File: config.mk
export PLATFORM = sky130hd
export DESIGN_NAME = highest_free_slot_allocator_unit
export DESIGN_NICKNAME = d
export VERILOG_FILES = /design/src/design/hfsa_pkg.sv /design/src/design/hfsa_ctrl.sv /design/src/design/hfsa_datapath.sv /design/src/design/highest_free_slot_allocator_unit.sv
export SDC_FILE = /design/constraint.sdc
export NUM_CORES = 2
export LEC_CHECK = 0
export BUFFER_PORTS_ARGS = -buffer_cell sky130_fd_sc_hd__buf_2
export CORE_MARGIN = 2
export CORE_UTILIZATION = 35
export CTS_CLUSTER_SIZE = 14
export DETAILED_ROUTE_END_ITERATION = 10
export MAX_ROUTING_LAYER = met4
export PLACE_DENSITY_LB_ADDON = 0.1
export SYNTH_ARGS = -nofsm -noshare
export SYNTH_HDL_FRONTEND = slang
export SYNTH_HIERARCHICAL = 1
export SYNTH_SLANG_ARGS = --single-unit
File: constraint.sdc
create_clock -name clk_i -period 6.8 [get_ports clk_i]
set_input_delay 0.34 -clock clk_i [delete_from_list [all_inputs] [get_ports clk_i]]
set_output_delay 0.34 -clock clk_i [all_outputs]
set_load 0.005 [all_outputs]
File: src/design/hfsa_pkg.sv
// shared types and constants of the highest free slot allocator
`default_nettype none

package hfsa_pkg;

  localparam int SLOT_WORDS_DEF = 32;
  localparam int WORD_BITS_DEF  = 32;
  localparam int REQ_W          = 11;
  localparam logic [REQ_W-1:0] COUNT_MAX = {REQ_W{1'b1}};

  typedef enum logic [2:0] {
    ST_IDLE,
    ST_DECODE,
    ST_OWN,
    ST_LOWER,
    ST_EMIT
  } hfsa_state_e;

  typedef struct packed {
    logic accept;
    logic decode;
    logic pick_own;
    logic read_lower;
    logic pick_lower;
    logic close;
    logic emit;
  } hfsa_cmd_t;

  typedef struct packed {
    logic closed;
    logic own_hit;
    logic lower_found;
    logic out_free;
  } hfsa_status_t;

endpackage

`default_nettype wire

File: src/design/hfsa_ctrl.sv
// controller state machine of the highest free slot allocator
`default_nettype none

module hfsa_ctrl (
  input  wire                         clk_i,
  input  wire                         rst_ni,
  input  wire                         in_valid_i,
  output logic                        in_stall_o,
  input  wire hfsa_pkg::hfsa_status_t status_i,
  output hfsa_pkg::hfsa_cmd_t         cmd_o
);
  import hfsa_pkg::*;

  hfsa_state_e state_q, state_d;

  always_ff @(posedge clk_i or negedge rst_ni) begin
    if (!rst_ni) begin
      state_q <= ST_IDLE;
    end else begin
      state_q <= state_d;
    end
  end

  always_comb begin
    state_d    = state_q;
    cmd_o      = '0;
    in_stall_o = 1'b1;
    unique case (state_q)
      ST_IDLE: begin
        in_stall_o = 1'b0;
        if (in_valid_i) begin
          cmd_o.accept = 1'b1;
          // a closed block skips the search entirely
          state_d = status_i.closed ? ST_EMIT : ST_DECODE;
        end
      end
      ST_DECODE: begin
        cmd_o.decode = 1'b1;
        state_d      = ST_OWN;
      end
      ST_OWN: begin
        if (status_i.own_hit) begin
          cmd_o.pick_own = 1'b1;
          state_d        = ST_EMIT;
        end else if (status_i.lower_found) begin
          cmd_o.read_lower = 1'b1;
          state_d          = ST_LOWER;
        end else begin
          cmd_o.close = 1'b1;
          state_d     = ST_EMIT;
        end
      end
      ST_LOWER: begin
        cmd_o.pick_lower = 1'b1;
        state_d          = ST_EMIT;
      end
      ST_EMIT: begin
        if (status_i.out_free) begin
          cmd_o.emit = 1'b1;
          state_d    = ST_IDLE;
        end
      end
      default: begin
        state_d = ST_IDLE;
      end
    endcase
  end

endmodule

`default_nettype wire

File: src/design/hfsa_datapath.sv
// bitmap memory, word summary, search and result registers
`default_nettype none

module hfsa_datapath #(
  parameter int SLOT_WORDS = hfsa_pkg::SLOT_WORDS_DEF,
  parameter int WORD_BITS  = hfsa_pkg::WORD_BITS_DEF
) (
  input  wire                                clk_i,
  input  wire                                rst_ni,
  input  wire hfsa_pkg::hfsa_cmd_t           cmd_i,
  output hfsa_pkg::hfsa_status_t             status_o,
  input  wire  [hfsa_pkg::REQ_W-1:0]         request_slot_i,
  input  wire                                last_request_i,
  input  wire                                out_stall_i,
  output logic                               out_valid_o,
  output logic                               granted_o,
  output logic [hfsa_pkg::REQ_W-1:0]         slot_taken_o,
  output logic [hfsa_pkg::REQ_W-1:0]         granted_total_o,
  output logic                               closed_o
);
  import hfsa_pkg::*;

  localparam int WA = (SLOT_WORDS > 1) ? $clog2(SLOT_WORDS) : 1;
  localparam int BA = $clog2(WORD_BITS);
  localparam int SH = REQ_W + 1;
  localparam int PW = 2 * REQ_W + 2;
  localparam longint unsigned TOTAL = longint'(SLOT_WORDS) * longint'(WORD_BITS);
  localparam longint unsigned TOP_INT =
    (TOTAL < (64'd1 << REQ_W)) ? TOTAL - 1 : (64'd1 << REQ_W) - 1;
  localparam logic [REQ_W-1:0] TOP_IDX = TOP_INT[REQ_W-1:0];
  localparam int RECIP_INT = (2 ** SH) / WORD_BITS;
  localparam logic [PW-1:0] RECIP = PW'(RECIP_INT);
  localparam logic [PW-1:0] WB_L = PW'(WORD_BITS);
  localparam logic [REQ_W-1:0] WB_R = REQ_W'(WORD_BITS);

  logic [WORD_BITS-1:0] mem_q [SLOT_WORDS];
  logic [WORD_BITS-1:0] rdata_q;
  logic [SLOT_WORDS-1:0] valid_q, full_q;

  logic [REQ_W-1:0] s_q, west_q, cnt_q;
  logic             last_q, grant_q, miss_q, closed_q;
  logic [WA-1:0]    word_q;
  logic [BA-1:0]    bit_q;
  logic [WORD_BITS-1:0] wr_data_q;

  logic                 out_valid_q, granted_q, closed_out_q;
  logic [REQ_W-1:0]     slot_q, total_q;

  // accept: clamp the request and estimate its word by reciprocal
  logic [REQ_W-1:0] s_raw, s_sat;
  logic [PW-1:0]    est_prod;

  always_comb begin
    s_raw    = (request_slot_i == '0) ? '0 : request_slot_i - REQ_W'(1);
    s_sat    = (s_raw > TOP_IDX) ? TOP_IDX : s_raw;
    est_prod = PW'(s_sat) * RECIP;
  end

  // decode: correct the estimate by at most one word
  logic [PW-1:0]    back;
  logic [REQ_W-1:0] rem, word_dec, bit_dec;

  always_comb begin
    back = PW'(west_q) * WB_L;
    rem  = s_q - back[REQ_W-1:0];
    if (rem >= WB_R) begin
      word_dec = west_q + REQ_W'(1);
      bit_dec  = rem - WB_R;
    end else begin
      word_dec = west_q;
      bit_dec  = rem;
    end
  end

  // word search on the fetched word
  logic [WORD_BITS-1:0] eff, le_mask, free_own, free_sel;
  logic [BA-1:0]        pick_bit;

  always_comb begin
    eff = rdata_q & {WORD_BITS{valid_q[word_q]}};
    for (int i = 0; i < WORD_BITS; i++) begin
      le_mask[i] = (BA'(i) <= bit_q);
    end
    free_own = ~eff & le_mask;
    free_sel = cmd_i.pick_lower ? ~eff : free_own;
    pick_bit = '0;
    for (int i = 0; i < WORD_BITS; i++) begin
      if (free_sel[i]) begin
        pick_bit = BA'(i);
      end
    end
  end

  // highest non-full word below the request word
  logic [SLOT_WORDS-1:0] cand;
  logic [WA-1:0]         lower_idx;

  always_comb begin
    lower_idx = '0;
    for (int i = 0; i < SLOT_WORDS; i++) begin
      cand[i] = !(valid_q[i] && full_q[i]) && (WA'(i) < word_q);
      if (cand[i]) begin
        lower_idx = WA'(i);
      end
    end
  end

  logic          rd_en, wr_en;
  logic [WA-1:0] rd_addr;

  assign rd_en   = cmd_i.decode | cmd_i.read_lower;
  assign rd_addr = cmd_i.read_lower ? lower_idx : word_dec[WA-1:0];
  assign wr_en   = cmd_i.emit & grant_q;

  always_ff @(posedge clk_i) begin
    if (rd_en) begin
      rdata_q <= mem_q[rd_addr];
    end
    if (wr_en) begin
      mem_q[word_q] <= wr_data_q;
    end
  end

  // item working registers
  always_ff @(posedge clk_i) begin
    if (cmd_i.accept) begin
      s_q    <= s_sat;
      west_q <= est_prod[SH +: REQ_W];
      last_q <= last_request_i;
    end
    if (cmd_i.decode) begin
      word_q <= word_dec[WA-1:0];
      bit_q  <= bit_dec[BA-1:0];
    end
    if (cmd_i.read_lower) begin
      word_q <= lower_idx;
    end
    if (cmd_i.pick_own || cmd_i.pick_lower) begin
      bit_q     <= pick_bit;
      wr_data_q <= eff | (WORD_BITS'(1) << pick_bit);
    end
  end

  always_ff @(posedge clk_i or negedge rst_ni) begin
    if (!rst_ni) begin
      grant_q <= 1'b0;
      miss_q  <= 1'b0;
    end else if (cmd_i.accept) begin
      grant_q <= 1'b0;
      miss_q  <= 1'b0;
    end else begin
      if (cmd_i.pick_own || cmd_i.pick_lower) begin
        grant_q <= 1'b1;
      end
      if (cmd_i.close) begin
        miss_q <= 1'b1;
      end
    end
  end

  // results of the item being emitted
  logic [PW-1:0]    taken_w;
  logic [REQ_W-1:0] cnt_next;
  logic             closed_next;

  always_comb begin
    taken_w     = PW'(word_q) * WB_L + PW'(bit_q) + PW'(1);
    cnt_next    = (grant_q && cnt_q != COUNT_MAX) ? cnt_q + REQ_W'(1) : cnt_q;
    closed_next = closed_q | miss_q;
  end

  always_ff @(posedge clk_i or negedge rst_ni) begin
    if (!rst_ni) begin
      valid_q  <= '0;
      full_q   <= '0;
      cnt_q    <= '0;
      closed_q <= 1'b0;
    end else if (cmd_i.emit) begin
      if (last_q) begin
        // batch end clears summary, grant count and closed flag after the result is formed
        valid_q  <= '0;
        full_q   <= '0;
        cnt_q    <= '0;
        closed_q <= 1'b0;
      end else begin
        if (grant_q) begin
          valid_q[word_q] <= 1'b1;
          full_q[word_q]  <= &wr_data_q;
        end
        cnt_q    <= cnt_next;
        closed_q <= closed_next;
      end
    end
  end

  always_ff @(posedge clk_i or negedge rst_ni) begin
    if (!rst_ni) begin
      out_valid_q <= 1'b0;
    end else if (cmd_i.emit) begin
      out_valid_q <= 1'b1;
    end else if (!out_stall_i) begin
      out_valid_q <= 1'b0;
    end
  end

  always_ff @(posedge clk_i) begin
    if (cmd_i.emit) begin
      granted_q    <= grant_q;
      slot_q       <= grant_q ? taken_w[REQ_W-1:0] : '0;
      total_q      <= cnt_next;
      closed_out_q <= closed_next;
    end
  end

  assign out_valid_o     = out_valid_q;
  assign granted_o       = granted_q;
  assign slot_taken_o    = slot_q;
  assign granted_total_o = total_q;
  assign closed_o        = closed_out_q;

  assign status_o.closed      = closed_q;
  assign status_o.own_hit     = |free_own;
  assign status_o.lower_found = |cand;
  assign status_o.out_free    = !out_valid_q || !out_stall_i;

endmodule

`default_nettype wire

File: src/design/highest_free_slot_allocator_unit.sv
// top level of the highest free slot allocator
// an item is accepted in idle, then passes decode, own-word search and emit; a lower word
// is read between search and emit when needed, and a closed block goes from accept to emit
// one item at a time, and emit waits while a result stalls; an open block decodes,
// reads the bitmap and writes a grant back to it, a closed block skips the search
// reset clears bitmap summary, grant count and closed flag at once; no clear pass
`default_nettype none

module highest_free_slot_allocator_unit #(
  parameter int SLOT_WORDS = hfsa_pkg::SLOT_WORDS_DEF,
  parameter int WORD_BITS  = hfsa_pkg::WORD_BITS_DEF
) (
  input  wire                         clk_i,
  input  wire                         rst_ni,
  input  wire                         in_valid_i,
  output logic                        in_stall_o,
  input  wire  [hfsa_pkg::REQ_W-1:0]  request_slot_i,
  input  wire                         last_request_i,
  output logic                        out_valid_o,
  input  wire                         out_stall_i,
  output logic                        granted_o,
  output logic [hfsa_pkg::REQ_W-1:0]  slot_taken_o,
  output logic [hfsa_pkg::REQ_W-1:0]  granted_total_o,
  output logic                        closed_o
);
  import hfsa_pkg::*;

  hfsa_cmd_t    cmd;
  hfsa_status_t status;

  hfsa_ctrl u_ctrl (
    .clk_i      (clk_i),
    .rst_ni     (rst_ni),
    .in_valid_i (in_valid_i),
    .in_stall_o (in_stall_o),
    .status_i   (status),
    .cmd_o      (cmd)
  );

  hfsa_datapath #(
    .SLOT_WORDS (SLOT_WORDS),
    .WORD_BITS  (WORD_BITS)
  ) u_datapath (
    .clk_i           (clk_i),
    .rst_ni          (rst_ni),
    .cmd_i           (cmd),
    .status_o        (status),
    .request_slot_i  (request_slot_i),
    .last_request_i  (last_request_i),
    .out_stall_i     (out_stall_i),
    .out_valid_o     (out_valid_o),
    .granted_o       (granted_o),
    .slot_taken_o    (slot_taken_o),
    .granted_total_o (granted_total_o),
    .closed_o        (closed_o)
  );

endmodule

`default_nettype wire

# Word level (Yosys, flattened, before mapping)
# Memory sizes are Yosys's and may differ from the RTL's. A register that Yosys moved wholly into a read port is not among the register bits.
# Cells that the tools add are included.
# op_classes
addsub	7
n_eq_ne	8
shifts	1
n_reduce_logical	114
n_mux	111
order_cmp	68
bitwise_logic	8
# op_table
operator	n
$mux W5	39
$mux W32	5
$le A5 B5 Y1 const A	16
$lt A5 B5 Y1 const A	16
$logic_and A1 B1 Y1	66
$and A32 B32 Y32	2
$mux W4	16
$or A32 B32 Y32	2
$reduce_or A32 Y1	2
$le A4 B5 Y1 const A	8
$lt A4 B5 Y1 const A	8
$mux W3	13
$logic_not A1 Y1	34
$mux W11	3
$bwmux W32	1
$not A32 Y32	1
$reduce_and A32 Y1	1
$shl A1 B5 Y32 const A	1
$mux W1	26
$add A11 B1 Y11 const B	2
$le A3 B5 Y1 const A	4
$lt A3 B5 Y1 const A	4
$pmux W3 S5	1
$add A10 B5 Y11	1
other kinds (28)	45
# word_totals
regBits	160
out_inout_bits	26
ram_bits	1024
input_bits	16
n_memories	1
# mem_list
memory	words	word_bits	rd	rd_clocked_by_memory_dff	wr	line_no	text
u_datapath.mem_q	32	32	1	1	1	hfsa_datapath.sv:36	logic [WORD_BITS-1:0] mem_q [SLOT_WORDS];

# Logic depth before layout (Yosys ltp)
# logic_depth
ltp_word	39
depth_mapped	29

# By module
# The synthesis kept the hierarchy.
# by_module_without_submodules
mod	cells_each	instances	area_per_inst_um2
hfsa_datapath	3226	1	51104.0
hfsa_ctrl	25	1	212.7

# Worst setup path before layout
# OpenSTA, ideal clock, no wires.
# synth_timing
path_kind	register to register
start	register u_datapath.word_q[3]
end	register u_datapath.rdata_q[10] (read register of u_datapath.mem_q), data pin
setup_slack_ns	1.196
n_path_buf	8
stages_incl_launch_ff	29
t_required_ns	6.624
t_arrival_ns	5.428
setup_time_ns	0.176
path_cell_list	edfxtp_1 > buf_6 > or2_1 > buf_2 > or3_1 > a41o_1 > buf_6 > nand4_2 > buf_2 > buf_2 > buf_1 > nand2_1 > nor2_1 > o22ai_1 > a2111oi_0 > nand4_1 > nor3b_1 > nand2b_1 > inv_1 > nor2b_1 > a31o_2 > a211oi_1 > o211ai_1 > nand3_1 > clkbuf_1 > clkbuf_1 > mux2i_1 > o22ai_1 > nor4_1
# synth_rtl
element	line_no	text
start, declared	hfsa_datapath.sv:42	logic [WA-1:0] word_q;
start signal, assigned	hfsa_datapath.sv:132	word_q <= word_dec[WA-1:0];
start signal, assigned	hfsa_datapath.sv:136	word_q <= lower_idx;
end, declared	hfsa_datapath.sv:37	logic [WORD_BITS-1:0] rdata_q;

==> results.py <==
metrics = {
    "placed_design": {
        "place_area_um2": 54900,
        "hpwlAfterDp_um": 99300,
        "dp_slack_ns": 0.164,
        "place_congestion": 0.948,
        "numPortBuffers": 41,
    },
    "timing": {
        "worst_pin_slew_ns": 1.33,
        "hold_viol_final": 0,
        "max-slew-margin-rel_pct": 11.5,
        "layout_worst_path_cycle_share_pct": 95.0,
        "finClkSkew_ns": 0.0286,
        "setup_viol": 0,
        "finalCriticalPeriod_ns": 6.46,
        "drv_slew": 0,
        "tns_ns": 0,
        "fmax_mhz": 155,
        "setup_slack_ns": 0.343,
    },
    "drt": {
        "first_iter_violations": 2715,
        "avgRoutedWirePerCell_um": 30.8,
        "vias_per_cell": 5.53,
        "num_vias": 30200,
        "drc": 0,
        "drtAntennaViolNets": 0,
        "drt-pass1-iter-count": 6,
        "wl_um": 168000,
    },
    "logic_synthesis": {
        "synth_enable_flop_cells": 1133,
        "ys_warn_count": 6,
        "synth_most_common_cell": "edfxtp_1",
        "synth_cells": 3251,
        "synthArstFlopShare_pct": 6.67,
        "mappedNetlistNets": 3273,
        "yosysUniqueCellTypes": 92,
        "syn_avg_cell_area_um2": 15.8,
        "syn_area_um2": 51300,
        "synth_common_cells": "edfxtp_1 (1133), mux2i_1 (793), o22ai_1 (144)",
        "synth_top_flop_cell": "edfxtp_1",
        "synth_seq_cells": 1214,
        "synth.area.top_cells": "edfxtp_1 (66%), mux2i_1 (15%), dfrtp_1 (3.9%), o22ai_1 (1.8%), buf_2 (1.0%)",
        "yosysTopAreaCellShare_pct": 66.3,
        "ys_seq_area_share_pct": 70.2,
        "synth_top_area_cell": "edfxtp_1",
    },
    "die": {
        "coreArea_um2": 146000,
        "num_rows": 140,
        "dieArea_um2": 150000,
        "initial_core_util_pct": 35.3,
        "ios": 42,
        "fp.dieW_um": 387,
        "die_y_um": 387,
    },
    "critical_path": {
        "path_max_fanout": 24,
        "r2r_start": "u_datapath/word_q[4]",
        "crit_arrival_ns": 6.97,
        "crit_type": "flop to flop",
        "r2r_cells": 24,
        "startpoint_type": "flop",
        "required_ns": 7.31,
        "rrSetupSlack_ns": 0.34,
        "worst_r2r_endpoint": "u_datapath/rdata_q[21]",
        "cp-end-kind": "flop",
    },
    "finish": {
        "multiInputGateArea_um2": 14400,
        "seqCellArea_um2": 36000,
        "area_delta_synth_final_pct": 16.3,
        "drive_gt1_share_pct": 14.5,
        "nets": 3456,
        "n_fill_cell": 13100,
        "design_area_um2": 59700,
    },
    "clock_network": {
        "cts_tree": "built",
        "clk_pin_slew_ns": 0.06,
        "clock_latency_ns": 0.79,
        "numCtsBuffers": 135,
        "clock_sinks": 1214,
        "cts-root-buf": "clkbuf_16",
        "cts_htree_levels": 4,
        "clockBufferDepth": 3,
    },
    "power_and_ir_drop": {
        "combPwrFrac_pct": 25.7,
        "powerDensity_nw_per_um2": 400,
        "seqPwrFrac_pct": 43.6,
        "switching_share_pct": 32.8,
        "p_clk_share_pct": 30.8,
        "switching_power_mw": 7.82,
        "ir_worst_vdd_v": 0.000285,
        "p_leak_nw": 22.3,
        "p_int_mw": 16.0,
    },
    "hold_path": {
        "min_path_cells": 3,
        "min_from": "request_slot_i[2]",
        "hold_end": "u_datapath/s_q[2]",
        "hold_class": "input pin to flop",
    },
    "run_status": {
        "status": "finished clean",
    },
    "global_route": {
        "grt_pass1_vias": 29800,
        "gr-total-overflow": 0,
        "antenna_found_initial": 9,
        "grt_use_total_pct": 22.8,
        "grt_pass1_wl_um": 234000,
        "grt_max_degree": 64,
    },
    "job": {
        "drv_cap": 0,
    },
}
final cells by class:
| type | instances | share of cell area, % |
|---|---|---|
| diodes | 2 | 0.00838 |
| repair buffers | 230 | 3.70 |
| clock inverters | 89 | 1.54 |
| multi-input cells | 1801 | 24.1 |
| clock buffers | 157 | 5.92 |
| well taps | 1917 | 4.02 |
| inverters | 52 | 0.327 |
| flip-flops and latches | 1214 | 60.4 |
sequential cells by signal, summed over array words and instances, names as in the netlist:
name	flops
u_datapath/grant_q	1
u_datapath/cnt_q	11
u_datapath/last_q	1
u_datapath/full_q	31
u_datapath/wr_data_q	32
u_datapath/granted_total_o	11
u_datapath/bit_q	5
u_datapath/out_valid_o	1
u_datapath/valid_q	32
u_ctrl/state_q	3
u_datapath/granted_o	1
u_datapath/miss_q	1
u_datapath/closed_o	1
u_datapath/slot_taken_o	11
u_datapath/rdata_q	32
u_datapath/word_q	5
u_datapath/s_q	10
u_datapath/closed_q	1
u_datapath/mem_q	1024
worst max-delay path: stages, from the launching register on:
cell	delay, ns
edfxtp_1	0.58
buf_4	0.23
or4b_1	0.50
o32ai_1	0.18
a211oi_2	0.15
nand4_2	0.15
buf_4	0.20
nand2_1	0.12
o21ai_0	0.19
nand2_1	0.14
a2111oi_0	0.45
nand4_1	0.25
nor3b_1	0.30
nand2b_1	0.16
inv_1	0.15
nor2b_1	0.08
a31o_2	0.23
a211oi_1	0.26
o211ai_1	0.20
nand3_4	0.26
buf_12	0.24
buf_12	0.25
mux2i_1	0.26
o22ai_1	0.11
nor4_1	0.48
cell families after synthesis:
group	share of synthesized area [%]
AOI/OAI and AO/OA	6.66
xor gates and xnor gates	0.341
buffers and inverters	2.11
muxes	15.6
DFF	70.2
adders and majority gates	0.166
and+or+nand+nor	4.83
power groups by stage:
stage | logic (mW) | clock network (mW) | registers (mW)
floorplan | 4.09 | 0 | 9.95
global placement | 6.03 | 0 | 10.5
detailed placement | 6.02 | 0 | 10.6
CTS | 6.06 | 7.51 | 10.4
global route | 6.53 | 7.80 | 10.5
finish | 6.13 | 7.34 | 10.4
layout by cell type (no fill, tap or decap), types with 44 or more instances in the layout:
cell and count:
a21oi_1 66, buf_4 134, buf_12 44, o21ai_0 61, clkbuf_16 138, nor2_1 75
dfrtp_1 81, nand3_1 54, mux2i_1 793, o22ai_1 144, nand2_1 123, edfxtp_1 1133
what timing repair did:
item                       CTS  global route
buffers inserted             0            16
hold endpoints to repair    37             0
gates resized for setup      0             4
hold buffers                13             0
setup endpoints to repair    0            31
worst max path at each step:
stage	startpoint	to	cells after the start
2_1_floorplan	u_datapath/word_q[3]	u_datapath/rdata_q[10]	28
3_3_place_gp	u_datapath/word_q[3]	u_datapath/rdata_q[28]	23
3_5_place_dp	u_datapath/word_q[3]	u_datapath/rdata_q[28]	23
4_1_cts	u_datapath/word_q[3]	u_datapath/rdata_q[28]	23
5_1_grt	u_datapath/word_q[4]	u_datapath/rdata_q[22]	23
6_report	u_datapath/word_q[4]	u_datapath/rdata_q[21]	24
routing by layer:
layer	global-route usage [%]	share of wire, %	up-vias
li1	-	-	13200
met1	30.8	45	15800
met2	36.2	48	947
met3	2.98	4.4	215
met4	6.64	2.4	0
met5	-	0	-
per-stage QoR:
stage / std cells / power [mW] / hold WS, ns / util (%)
3_3_place_gp: 5185 / 16.5 / 0.286 / 37.7
5_1_grt: 5460 / 24.8 / 0.0683 / 41.0
3_5_place_dp: 5185 / 16.6 / 0.287 / 37.7
4_1_cts: 5444 / 24.0 / 0.0118 / 40.9
2_1_floorplan: 3251 / 14.0 / 0.0444 / -
6_report: 5462 / 23.9 / 0.0544 / 41.0
Power figures use the tool's default switching activity.
